### src/hdl/gzr_pkg.sv
package gzr_pkg;

    localparam int SCR_W     = 13;
    localparam int POS_W     = 12;
    localparam int DIV_W     = 5;
    localparam int REM_W     = 4;
    localparam int ACC_W     = 17;
    localparam int CNT_W     = 4;
    localparam int CFG_IDX_W = 4;

    localparam logic [CNT_W-1:0] DIV_LAST    = CNT_W'(SCR_W - 1);
    localparam logic [CNT_W-1:0] SEARCH_LAST = CNT_W'(15);

    localparam logic [SCR_W-1:0] MAX_SCREEN    = SCR_W'(4096);
    localparam logic [DIV_W-1:0] MAX_DIVISIONS = DIV_W'(16);

    localparam logic [CFG_IDX_W-1:0] REG_GRID_ROWS     = CFG_IDX_W'(0);
    localparam logic [CFG_IDX_W-1:0] REG_GRID_COLS     = CFG_IDX_W'(1);
    localparam logic [CFG_IDX_W-1:0] REG_SCREEN_WIDTH  = CFG_IDX_W'(2);
    localparam logic [CFG_IDX_W-1:0] REG_SCREEN_HEIGHT = CFG_IDX_W'(3);

    localparam logic [DIV_W-1:0] RST_GRID_ROWS     = DIV_W'(3);
    localparam logic [DIV_W-1:0] RST_GRID_COLS     = DIV_W'(3);
    localparam logic [SCR_W-1:0] RST_SCREEN_WIDTH  = SCR_W'(1920);
    localparam logic [SCR_W-1:0] RST_SCREEN_HEIGHT = SCR_W'(1080);

    typedef struct packed {
        logic             load;
        logic             div_step;
        logic             search_step;
        logic [CNT_W-1:0] step;
        logic             commit;
    } cmd_t;

    function automatic logic [DIV_W-1:0] clamp_div(input logic [DIV_W-1:0] v);
        logic [DIV_W-1:0] r;
        r = v;
        if (v == '0)
            r = DIV_W'(1);
        else if (v > MAX_DIVISIONS)
            r = MAX_DIVISIONS;
        return r;
    endfunction

    function automatic logic [SCR_W-1:0] clamp_scr(input logic [SCR_W-1:0] v);
        logic [SCR_W-1:0] r;
        r = v;
        if (v == '0)
            r = SCR_W'(1);
        else if (v > MAX_SCREEN)
            r = MAX_SCREEN;
        return r;
    endfunction

endpackage

### src/hdl/gzr_div.sv
module gzr_div (
    input  logic                        clk,
    input  logic                        start,
    input  logic                        step,
    input  logic [gzr_pkg::SCR_W-1:0]   dividend,
    input  logic [gzr_pkg::DIV_W-1:0]   divisor,
    output logic [gzr_pkg::SCR_W-1:0]   quotient,
    output logic [gzr_pkg::REM_W-1:0]   remainder
);

    logic [gzr_pkg::SCR_W-1:0] quo_reg;
    logic [gzr_pkg::REM_W-1:0] rem_reg;
    logic [gzr_pkg::DIV_W-1:0] dsr_reg;
    logic [gzr_pkg::DIV_W-1:0] trial;
    logic                      fits;

    // restoring division, one quotient bit per step, msb first
    assign trial = {rem_reg, quo_reg[gzr_pkg::SCR_W-1]};
    assign fits  = (trial >= dsr_reg);

    always_ff @(posedge clk)
    begin
        if (start)
        begin
            quo_reg <= dividend;
            rem_reg <= '0;
            dsr_reg <= divisor;
        end
        else if (step)
        begin
            quo_reg <= {quo_reg[gzr_pkg::SCR_W-2:0], fits};
            rem_reg <= fits ? gzr_pkg::REM_W'(trial - dsr_reg)
                            : gzr_pkg::REM_W'(trial);
        end
    end

    assign quotient  = quo_reg;
    assign remainder = rem_reg;

endmodule

### src/hdl/gzr_ctrl.sv
module gzr_ctrl (
    input  logic          clk,
    input  logic          rst_n,
    input  logic          in_valid,
    output logic          in_ready,
    output logic          out_valid,
    input  logic          out_ready,
    output gzr_pkg::cmd_t cmd
);

    typedef enum logic [1:0] {
        ST_IDLE,
        ST_DIV,
        ST_SEARCH,
        ST_COMMIT
    } state_t;

    state_t                    state_reg;
    logic [gzr_pkg::CNT_W-1:0] cnt_reg;
    logic                      out_valid_reg;
    logic                      accept;
    logic                      commit_ok;

    assign accept    = in_valid && (state_reg == ST_IDLE);
    // previous result must have left the output register first
    assign commit_ok = (state_reg == ST_COMMIT) && (!out_valid_reg || out_ready);

    always_ff @(posedge clk or negedge rst_n)
    begin
        if (!rst_n)
        begin
            state_reg     <= ST_IDLE;
            cnt_reg       <= '0;
            out_valid_reg <= 1'b0;
        end
        else
        begin
            if (commit_ok)
                out_valid_reg <= 1'b1;
            else if (out_ready)
                out_valid_reg <= 1'b0;
            unique case (state_reg)
                ST_IDLE:
                begin
                    cnt_reg <= '0;
                    if (accept)
                        state_reg <= ST_DIV;
                end
                ST_DIV:
                begin
                    if (cnt_reg == gzr_pkg::DIV_LAST)
                    begin
                        cnt_reg   <= '0;
                        state_reg <= ST_SEARCH;
                    end
                    else
                        cnt_reg <= cnt_reg + 1'b1;
                end
                ST_SEARCH:
                begin
                    if (cnt_reg == gzr_pkg::SEARCH_LAST)
                    begin
                        cnt_reg   <= '0;
                        state_reg <= ST_COMMIT;
                    end
                    else
                        cnt_reg <= cnt_reg + 1'b1;
                end
                ST_COMMIT:
                begin
                    if (commit_ok)
                        state_reg <= ST_IDLE;
                end
                default:
                    state_reg <= ST_IDLE;
            endcase
        end
    end

    assign in_ready  = (state_reg == ST_IDLE);
    assign out_valid = out_valid_reg;

    always_comb
    begin
        cmd             = '0;
        cmd.load        = accept;
        cmd.div_step    = (state_reg == ST_DIV);
        cmd.search_step = (state_reg == ST_SEARCH);
        cmd.step        = cnt_reg;
        cmd.commit      = commit_ok;
    end

endmodule

### src/hdl/gzr_datapath.sv
module gzr_datapath (
    input  logic                            clk,
    input  logic                            rst_n,
    input  gzr_pkg::cmd_t                   cmd,
    input  logic                            cfg_we,
    input  logic [gzr_pkg::CFG_IDX_W-1:0]   cfg_index,
    input  logic [gzr_pkg::SCR_W-1:0]       cfg_data,
    input  logic                            func,
    input  logic [gzr_pkg::SCR_W-1:0]       click_x,
    input  logic [gzr_pkg::SCR_W-1:0]       click_y,
    output logic                            hit,
    output logic [gzr_pkg::POS_W-1:0]       zoom_x,
    output logic [gzr_pkg::POS_W-1:0]       zoom_y,
    output logic [gzr_pkg::SCR_W-1:0]       zoom_width,
    output logic [gzr_pkg::SCR_W-1:0]       zoom_height
);

    // configuration
    logic [gzr_pkg::DIV_W-1:0] rows_reg;
    logic [gzr_pkg::DIV_W-1:0] cols_reg;
    logic [gzr_pkg::SCR_W-1:0] sw_reg;
    logic [gzr_pkg::SCR_W-1:0] sh_reg;

    // zoom rectangle
    logic [gzr_pkg::POS_W-1:0] left_reg,   left_next;
    logic [gzr_pkg::POS_W-1:0] top_reg,    top_next;
    logic [gzr_pkg::SCR_W-1:0] width_reg,  width_next;
    logic [gzr_pkg::SCR_W-1:0] height_reg, height_next;
    logic                      hit_next;

    // item and search
    logic                      func_reg;
    logic [gzr_pkg::SCR_W-1:0] cx_reg;
    logic [gzr_pkg::SCR_W-1:0] cy_reg;
    logic [gzr_pkg::ACC_W-1:0] ax_reg;
    logic [gzr_pkg::ACC_W-1:0] ay_reg;
    logic [gzr_pkg::SCR_W-1:0] ox_reg;
    logic [gzr_pkg::SCR_W-1:0] oy_reg;
    logic                      fx_reg;
    logic                      fy_reg;

    // result register
    logic                      hit_reg;
    logic [gzr_pkg::POS_W-1:0] zx_reg;
    logic [gzr_pkg::POS_W-1:0] zy_reg;
    logic [gzr_pkg::SCR_W-1:0] zw_reg;
    logic [gzr_pkg::SCR_W-1:0] zh_reg;

    logic [gzr_pkg::DIV_W-1:0] rows_eff;
    logic [gzr_pkg::DIV_W-1:0] cols_eff;
    logic [gzr_pkg::SCR_W-1:0] sw_eff;
    logic [gzr_pkg::SCR_W-1:0] sh_eff;

    logic [gzr_pkg::SCR_W-1:0] cw, ch, qx, qy;
    logic [gzr_pkg::REM_W-1:0] cw_rem, ch_rem, rx, ry;

    logic                      x_in, y_in, x_act, y_act;
    logic [gzr_pkg::ACC_W-1:0] ax_hi, ay_hi;
    logic [gzr_pkg::SCR_W-1:0] nw, nh;

    assign rows_eff = gzr_pkg::clamp_div(rows_reg);
    assign cols_eff = gzr_pkg::clamp_div(cols_reg);
    assign sw_eff   = gzr_pkg::clamp_scr(sw_reg);
    assign sh_eff   = gzr_pkg::clamp_scr(sh_reg);

    // cell size and rectangle split, both axes at once
    gzr_div u_div_cw (
        .clk       (clk),
        .start     (cmd.load),
        .step      (cmd.div_step),
        .dividend  (sw_eff),
        .divisor   (cols_eff),
        .quotient  (cw),
        .remainder (cw_rem)
    );

    gzr_div u_div_ch (
        .clk       (clk),
        .start     (cmd.load),
        .step      (cmd.div_step),
        .dividend  (sh_eff),
        .divisor   (rows_eff),
        .quotient  (ch),
        .remainder (ch_rem)
    );

    gzr_div u_div_qx (
        .clk       (clk),
        .start     (cmd.load),
        .step      (cmd.div_step),
        .dividend  (width_reg),
        .divisor   (cols_eff),
        .quotient  (qx),
        .remainder (rx)
    );

    gzr_div u_div_qy (
        .clk       (clk),
        .start     (cmd.load),
        .step      (cmd.div_step),
        .dividend  (height_reg),
        .divisor   (rows_eff),
        .quotient  (qy),
        .remainder (ry)
    );

    always_ff @(posedge clk or negedge rst_n)
    begin
        if (!rst_n)
        begin
            rows_reg <= gzr_pkg::RST_GRID_ROWS;
            cols_reg <= gzr_pkg::RST_GRID_COLS;
            sw_reg   <= gzr_pkg::RST_SCREEN_WIDTH;
            sh_reg   <= gzr_pkg::RST_SCREEN_HEIGHT;
        end
        else if (cfg_we)
        begin
            unique case (cfg_index)
                gzr_pkg::REG_GRID_ROWS:     rows_reg <= cfg_data[gzr_pkg::DIV_W-1:0];
                gzr_pkg::REG_GRID_COLS:     cols_reg <= cfg_data[gzr_pkg::DIV_W-1:0];
                gzr_pkg::REG_SCREEN_WIDTH:  sw_reg   <= cfg_data;
                gzr_pkg::REG_SCREEN_HEIGHT: sh_reg   <= cfg_data;
                default:                    ;
            endcase
        end
    end

    // column j holds x when j*cw <= x <= (j+1)*cw, first j wins
    assign ax_hi = ax_reg + gzr_pkg::ACC_W'(cw);
    assign ay_hi = ay_reg + gzr_pkg::ACC_W'(ch);
    assign x_in  = (gzr_pkg::ACC_W'(cx_reg) >= ax_reg) && (gzr_pkg::ACC_W'(cx_reg) <= ax_hi);
    assign y_in  = (gzr_pkg::ACC_W'(cy_reg) >= ay_reg) && (gzr_pkg::ACC_W'(cy_reg) <= ay_hi);
    assign x_act = (gzr_pkg::DIV_W'(cmd.step) < cols_eff) && !fx_reg;
    assign y_act = (gzr_pkg::DIV_W'(cmd.step) < rows_eff) && !fy_reg;

    always_ff @(posedge clk or negedge rst_n)
    begin
        if (!rst_n)
        begin
            fx_reg <= 1'b0;
            fy_reg <= 1'b0;
        end
        else if (cmd.load)
        begin
            fx_reg <= 1'b0;
            fy_reg <= 1'b0;
        end
        else if (cmd.search_step)
        begin
            if (x_act && x_in)
                fx_reg <= 1'b1;
            if (y_act && y_in)
                fy_reg <= 1'b1;
        end
    end

    always_ff @(posedge clk)
    begin
        if (cmd.load)
        begin
            func_reg <= func;
            cx_reg   <= click_x;
            cy_reg   <= click_y;
            ax_reg   <= '0;
            ay_reg   <= '0;
            ox_reg   <= '0;
            oy_reg   <= '0;
        end
        else if (cmd.search_step)
        begin
            // offset runs as j * (width / cols) until the column is found
            if (x_act && !x_in)
            begin
                ax_reg <= ax_hi;
                ox_reg <= ox_reg + qx;
            end
            if (y_act && !y_in)
            begin
                ay_reg <= ay_hi;
                oy_reg <= oy_reg + qy;
            end
        end
    end

    assign nw = qx + gzr_pkg::SCR_W'(rx);
    assign nh = qy + gzr_pkg::SCR_W'(ry);

    always_comb
    begin
        left_next   = left_reg;
        top_next    = top_reg;
        width_next  = width_reg;
        height_next = height_reg;
        hit_next    = 1'b0;
        priority if (func_reg)
        begin
            left_next   = '0;
            top_next    = '0;
            width_next  = sw_eff;
            height_next = sh_eff;
        end
        else if (fx_reg && fy_reg)
        begin
            left_next   = left_reg + ox_reg[gzr_pkg::POS_W-1:0];
            top_next    = top_reg + oy_reg[gzr_pkg::POS_W-1:0];
            width_next  = (nw == '0) ? gzr_pkg::SCR_W'(1) : nw;
            height_next = (nh == '0) ? gzr_pkg::SCR_W'(1) : nh;
            hit_next    = 1'b1;
        end
        else
            hit_next    = 1'b0;
    end

    always_ff @(posedge clk or negedge rst_n)
    begin
        if (!rst_n)
        begin
            left_reg   <= '0;
            top_reg    <= '0;
            width_reg  <= gzr_pkg::RST_SCREEN_WIDTH;
            height_reg <= gzr_pkg::RST_SCREEN_HEIGHT;
        end
        else if (cmd.commit)
        begin
            left_reg   <= left_next;
            top_reg    <= top_next;
            width_reg  <= width_next;
            height_reg <= height_next;
        end
    end

    always_ff @(posedge clk)
    begin
        if (cmd.commit)
        begin
            hit_reg <= hit_next;
            zx_reg  <= left_next;
            zy_reg  <= top_next;
            zw_reg  <= width_next;
            zh_reg  <= height_next;
        end
    end

    assign hit         = hit_reg;
    assign zoom_x      = zx_reg;
    assign zoom_y      = zy_reg;
    assign zoom_width  = zw_reg;
    assign zoom_height = zh_reg;

endmodule

### src/hdl/grid_zoom_rect_refiner_core.sv
// from input accept to out_valid an item runs a 13-step shift-subtract
// divider pass, a 16-step row/column search and a commit state that waits for the output register
// one item in flight at a time; a new item is accepted only when idle
// reset: asynchronous, active low; config registers return to 3x3 grid, 1920x1080,
// and the zoom rectangle to the full screen
module grid_zoom_rect_refiner_core (
    input  logic                            clk,
    input  logic                            rst_n,
    input  logic                            cfg_valid,
    output logic                            cfg_ready,
    input  logic [gzr_pkg::CFG_IDX_W-1:0]   cfg_index,
    input  logic [gzr_pkg::SCR_W-1:0]       cfg_data,
    input  logic                            in_valid,
    output logic                            in_ready,
    input  logic                            func,
    input  logic [gzr_pkg::SCR_W-1:0]       click_x,
    input  logic [gzr_pkg::SCR_W-1:0]       click_y,
    output logic                            out_valid,
    input  logic                            out_ready,
    output logic                            hit,
    output logic [gzr_pkg::POS_W-1:0]       zoom_x,
    output logic [gzr_pkg::POS_W-1:0]       zoom_y,
    output logic [gzr_pkg::SCR_W-1:0]       zoom_width,
    output logic [gzr_pkg::SCR_W-1:0]       zoom_height
);

    gzr_pkg::cmd_t cmd;

    assign cfg_ready = 1'b1;

    gzr_ctrl u_ctrl (
        .clk       (clk),
        .rst_n     (rst_n),
        .in_valid  (in_valid),
        .in_ready  (in_ready),
        .out_valid (out_valid),
        .out_ready (out_ready),
        .cmd       (cmd)
    );

    gzr_datapath u_datapath (
        .clk         (clk),
        .rst_n       (rst_n),
        .cmd         (cmd),
        .cfg_we      (cfg_valid),
        .cfg_index   (cfg_index),
        .cfg_data    (cfg_data),
        .func        (func),
        .click_x     (click_x),
        .click_y     (click_y),
        .hit         (hit),
        .zoom_x      (zoom_x),
        .zoom_y      (zoom_y),
        .zoom_width  (zoom_width),
        .zoom_height (zoom_height)
    );

endmodule
### config.mk
export PLATFORM = sky130hd
export DESIGN_NAME = grid_zoom_rect_refiner_core
export DESIGN_NICKNAME = d
export VERILOG_FILES = /design/src/hdl/gzr_pkg.sv /design/src/hdl/gzr_div.sv /design/src/hdl/gzr_ctrl.sv /design/src/hdl/gzr_datapath.sv /design/src/hdl/grid_zoom_rect_refiner_core.sv
export SDC_FILE = /design/constraint.sdc
export NUM_CORES = 1
export LEC_CHECK = 0
export ABC_AREA = 1
export BUFFER_PORTS_ARGS = -buffer_cell sky130_fd_sc_hd__buf_2
export CORE_MARGIN = 1.5
export CORE_UTILIZATION = 55
export DETAILED_ROUTE_END_ITERATION = 7
export PLACE_DENSITY = 0.73
export SKIP_LAST_GASP = 1
export SYNTH_ARGS = -nofsm -noshare
export SYNTH_HDL_FRONTEND = slang
export SYNTH_SLANG_ARGS = --single-unit
### constraint.sdc
create_clock -name clk -period 8.3 [get_ports clk]
set_input_delay 0 -clock clk [delete_from_list [all_inputs] [get_ports clk]]
set_output_delay 0 -clock clk [all_outputs]
set_load 0.01 [all_outputs]
==> run summary <==
The count of endpoints failing hold in the final timing report was 0. The top flip-flop cell by instance count after synthesis is sky130_fd_sc_hd__edfxtp_1. between 100 and 150 I/O pins were placed. The die height is about 190 µm. Wire segments on met2 add up to between 20 and 25 mm in the final route.

The violation count after the first detailed-routing iteration came out at 1233. The initialized floorplan defines 68 standard-cell rows. The core area is between 0.03 and 0.04 mm².

The required time at the worst-slack endpoint came out at 8690 ps. In the detailed route, the total length drawn on met3 is slightly above 3 mm. TritonCTS built the clock tree. Yosys printed 0 warnings.

The slew at the pin with the worst max-slew slack is about 1100 ps. The buffer levels on the longest clock path came out at 3. The total standard cell area after synthesis is roughly 0.019 mm². Buffers inserted during clock tree synthesis total 36. The count of input and output buffers came out at slightly above 100. Once detailed placement completed, the half-perimeter wirelength came to about 35 mm. The number of vias per cell came out at 5.551.

The post-synthesis cell count is approximately 2400. In the final design database the tool counted between 2000 and 3000 nets. The later-pin clock latency in the skew report is about 560 ps.

The initial cell density of the core is 55.65%. The min-delay analysis places its worst path in the category primary input to register. The post-detailed-route wirelength per cell came out at between 15 and 20 µm. Compared with the post-synthesis result, the final layout area differs by 13.53%.

The pin count of the biggest net entering global routing came out at approximately 110. The kind of end point of the critical path is a register. The top routing layer in use is met4. The proportion of layout cells with a drive suffix above 1 came out at approximately 8%. The floorplan step defined a die boundary enclosing about 0.036 mm². The sequential share of the synthesized area came out at between 40% and 50%. Setup repair after global routing left no endpoint under its margin. The filler cells instantiated in the layout total between 2000 and 3000. Counting flops with an async set or reset pin after synthesis yields a share of about 30%. The number of sinks handled by clock tree synthesis is approximately 300. The smallest clock period supported by the final layout is computed as about 4100 ps.

The number of resized instances in the post-cts repair step came out at 0. The number of diodes is 0. The overall die width is between 150 and 200 µm. The flow ran to the end, and the final reports show no timing, DRC or antenna violations.

The least setup slack across all paths after layout is approximately 4200 ps. The wire length after detailed routing is 50.14 mm. The post-synthesis area per instance came out at between 8 and 9 µm². The top cell type's share of synthesized area came out at between 20% and 30%. The via count of the first global-routing pass is 15939.

The worst clock skew came out at between 20 and 25 ps. The first TritonRoute pass finished after 6 iterations. The maximum resistive drop on vdd is between 0.2 and 0.25 mV. The worst setup timing slack at the placement stage is roughly 4200 ps. The synthesized flop and latch total came out at roughly 310. The clock tree synthesis step divided the H-tree into 2 levels. After synthesis, the netlist uses between 40 and 50 different library cells. Clock-pin slew was measured on the worst setup and hold paths at approximately 60 ps.

The critical path data arrival time came out at 4530 ps. The post-CTS setup-driven buffer insertion count came out at 0. The max-cap check violation count is 0.

The power density relative to cell area came out at ~400 mW/mm². The kind of critical path is register to register. The biggest fanout along the worst timing path is 50. The global placer's final weighted congestion is ~0.95. The first-pass GRT wire length came out at ~80 mm. The final critical-path share of the clock period is about half. The leakage power came out at 10.16 nW. Summed over all instances, the cell type with the most area after synthesis is sky130_fd_sc_hd__edfxtp_1. Setup violations remaining at the end of the flow were counted as 0. The worst setup path is launched from a register.

The number of flops mapped to enable cells by yosys is 140. The final-report max-slew violation count came to 0. The number of antenna violations at the first check in global routing is 0. The remaining global-route overflow is 0.

The setup total negative slack came out at 0 ps. The total vias in the final route came out at between 15000 and 20000. Sorting the synthesized cells by area gives the leading types as sky130_fd_sc_hd__edfxtp_1, sky130_fd_sc_hd__nand2_1, sky130_fd_sc_hd__ha_1. The peak clock frequency supported by timing is 241.4 MHz. The synthesized netlist net count came out at 2603. The relative slew slack is 23.99%. In the final routing, the length of wire on met1 measures 21.75 mm. The detail route stage leaves a number of antenna-violating nets equal to 0. The fraction of the core area covered by cells at the end of the flow came out at between 60 and 70%.

For this run, design rule violations remaining after detail routing come to 0. The root buffer selected by CTS is sky130_fd_sc_hd__clkbuf_16. Global routing used between 20% and 30% of the available tracks.
==> layer usage <==
metal | up-vias | GRT usage (%)
met5 | - | 0
met4 | 0 | 11.84
met3 | 106 | 4.541
met2 | 523 | 47.41
met1 | 7729 | 36.13
li1 | 8223 | -
==> critical path, cell delays in order, from the launching register on <==
cell and delay [ps]:
sky130_fd_sc_hd__edfxtp_1 400, sky130_fd_sc_hd__ha_1 250, sky130_fd_sc_hd__fa_1 410, sky130_fd_sc_hd__nand3_1 110, sky130_fd_sc_hd__nand2_1 110, sky130_fd_sc_hd__nand2_1 80, sky130_fd_sc_hd__nand2_1 100, sky130_fd_sc_hd__xnor2_1 160
sky130_fd_sc_hd__ha_1 300, sky130_fd_sc_hd__nand2_1 70, sky130_fd_sc_hd__nor2_1 160, sky130_fd_sc_hd__a21boi_0 190, sky130_fd_sc_hd__o21bai_1 90, sky130_fd_sc_hd__a21oi_1 160, sky130_fd_sc_hd__nand3_2 100, sky130_fd_sc_hd__nand2_2 770
sky130_fd_sc_hd__nand2_4 280, sky130_fd_sc_hd__nand2_1 150, sky130_fd_sc_hd__a21oi_1 70
==> layout by cell type, fill, tap and decap left out, types with 52 or more instances in the layout <==
cell	n
sky130_fd_sc_hd__a21oi_1	163
sky130_fd_sc_hd__buf_2	100
sky130_fd_sc_hd__dfrtp_1	75
sky130_fd_sc_hd__dfxtp_1	74
sky130_fd_sc_hd__dlygate4sd3_1	52
sky130_fd_sc_hd__edfxtp_1	140
sky130_fd_sc_hd__ha_1	163
sky130_fd_sc_hd__inv_1	284
sky130_fd_sc_hd__nand2_1	577
sky130_fd_sc_hd__nand3_1	128
sky130_fd_sc_hd__nor2_1	187
sky130_fd_sc_hd__o21ai_0	219
sky130_fd_sc_hd__xor2_1	52
==> metrics by stage <==
stage	std cells	power, mW	area, µm²	hold WS, ps
6_report	2987	8.674	21720	161.6
3_5_place_dp	2868	6.953	19960	6.408
2_1_floorplan	2379	5.926	19130	-295.6
4_1_cts	2987	8.661	21720	135.4
5_1_grt	2987	9.384	21720	159.9
3_3_place_gp	2868	6.817	19960	2.976
==> repair_timing <==
item / 4_1_cts / 5_1_grt
endpoints found under the hold margin: 97 / 0
setup endpoints to repair: 0 / 0
hold buffers: 53 / 0
==> cells in the mapped netlist (7+ instances only) <==
master                      number
sky130_fd_sc_hd__buf_4           8
sky130_fd_sc_hd__buf_2           7
sky130_fd_sc_hd__a21oi_1       163
sky130_fd_sc_hd__edfxtp_1      140
sky130_fd_sc_hd__buf_1           7
sky130_fd_sc_hd__nor2_1        189
sky130_fd_sc_hd__o21ai_0       219
sky130_fd_sc_hd__nand3_1       128
sky130_fd_sc_hd__a31oi_1        14
sky130_fd_sc_hd__xnor2_1        32
sky130_fd_sc_hd__o2111ai_1      16
sky130_fd_sc_hd__inv_1         286
sky130_fd_sc_hd__xor2_1         52
sky130_fd_sc_hd__nor3_1         20
sky130_fd_sc_hd__nand2_1       578
sky130_fd_sc_hd__dfstp_2        20
sky130_fd_sc_hd__dfrtp_1        75
sky130_fd_sc_hd__o211ai_1        9
sky130_fd_sc_hd__nand4_1        37
sky130_fd_sc_hd__a21o_1          9
sky130_fd_sc_hd__fa_1           12
sky130_fd_sc_hd__a22oi_1         7
sky130_fd_sc_hd__clkbuf_1       53
sky130_fd_sc_hd__nand3b_1       10
sky130_fd_sc_hd__dfxtp_1        74
sky130_fd_sc_hd__ha_1          163
==> worst paths after layout <==
check | start | end | slack, ps | cells after the start
worst max-delay path | u_datapath.u_div_cw.quotient[0] | u_datapath.ax_reg[1] | 4160 | 18
worst min-delay path | click_x[1] | u_datapath.cx_reg[1] | 160 | 2
worst max register to register | u_datapath.u_div_cw.quotient[0] | u_datapath.ax_reg[1] | 4160 | 18
worst min register to register | u_datapath.ay_reg[16] | u_datapath.ay_reg[16] | 480 | 2
max in group asynchronous | rst_n | u_datapath.height_reg[7] | 6770 | 4
min in group asynchronous | rst_n | u_datapath.left_reg[1] | 440 | 3
==> logic make-up (layout without fill, tap and decap cells) <==
family	Yosys count	after routing	synth area share (%)
AO/OA/AOI/OAI	455	455	12.88
XOR/XNOR	84	84	3.846
adder cells (fa/ha/maj)	175	175	11.92
buffers and inverters	366	519	7.503
flip-flops	309	309	42.28
other	1	1	0.01960
AND/OR/NAND/NOR	989	989	21.55
==> power breakdown <==
| group | internal [mW] | leakage, nW | switching (mW) |
|---|---|---|---|
| registers | 2.27 | 3.15 | 0.475 |
| clock network | 0.985 | 0.588 | 0.656 |
| logic | 1.47 | 6.43 | 2.81 |
| total | 4.73 | 10.2 | 3.94 |
==> area by class of cell <==
cell class / count / area [µm²] / share of cell area, %
Sequential cell: 309 / 8088 / 37.24
Timing Repair Buffer: 165 / 1131 / 5.209
Inverter: 288 / 1084 / 4.990
Tap cell: 455 / 569.3 / 2.622
Multi-Input combinational cell: 1704 / 9628 / 44.34
Clock inverter: 18 / 250.2 / 1.152
Clock buffer: 48 / 965.9 / 4.448
No activity file was read; power rests on OpenSTA's default activity.
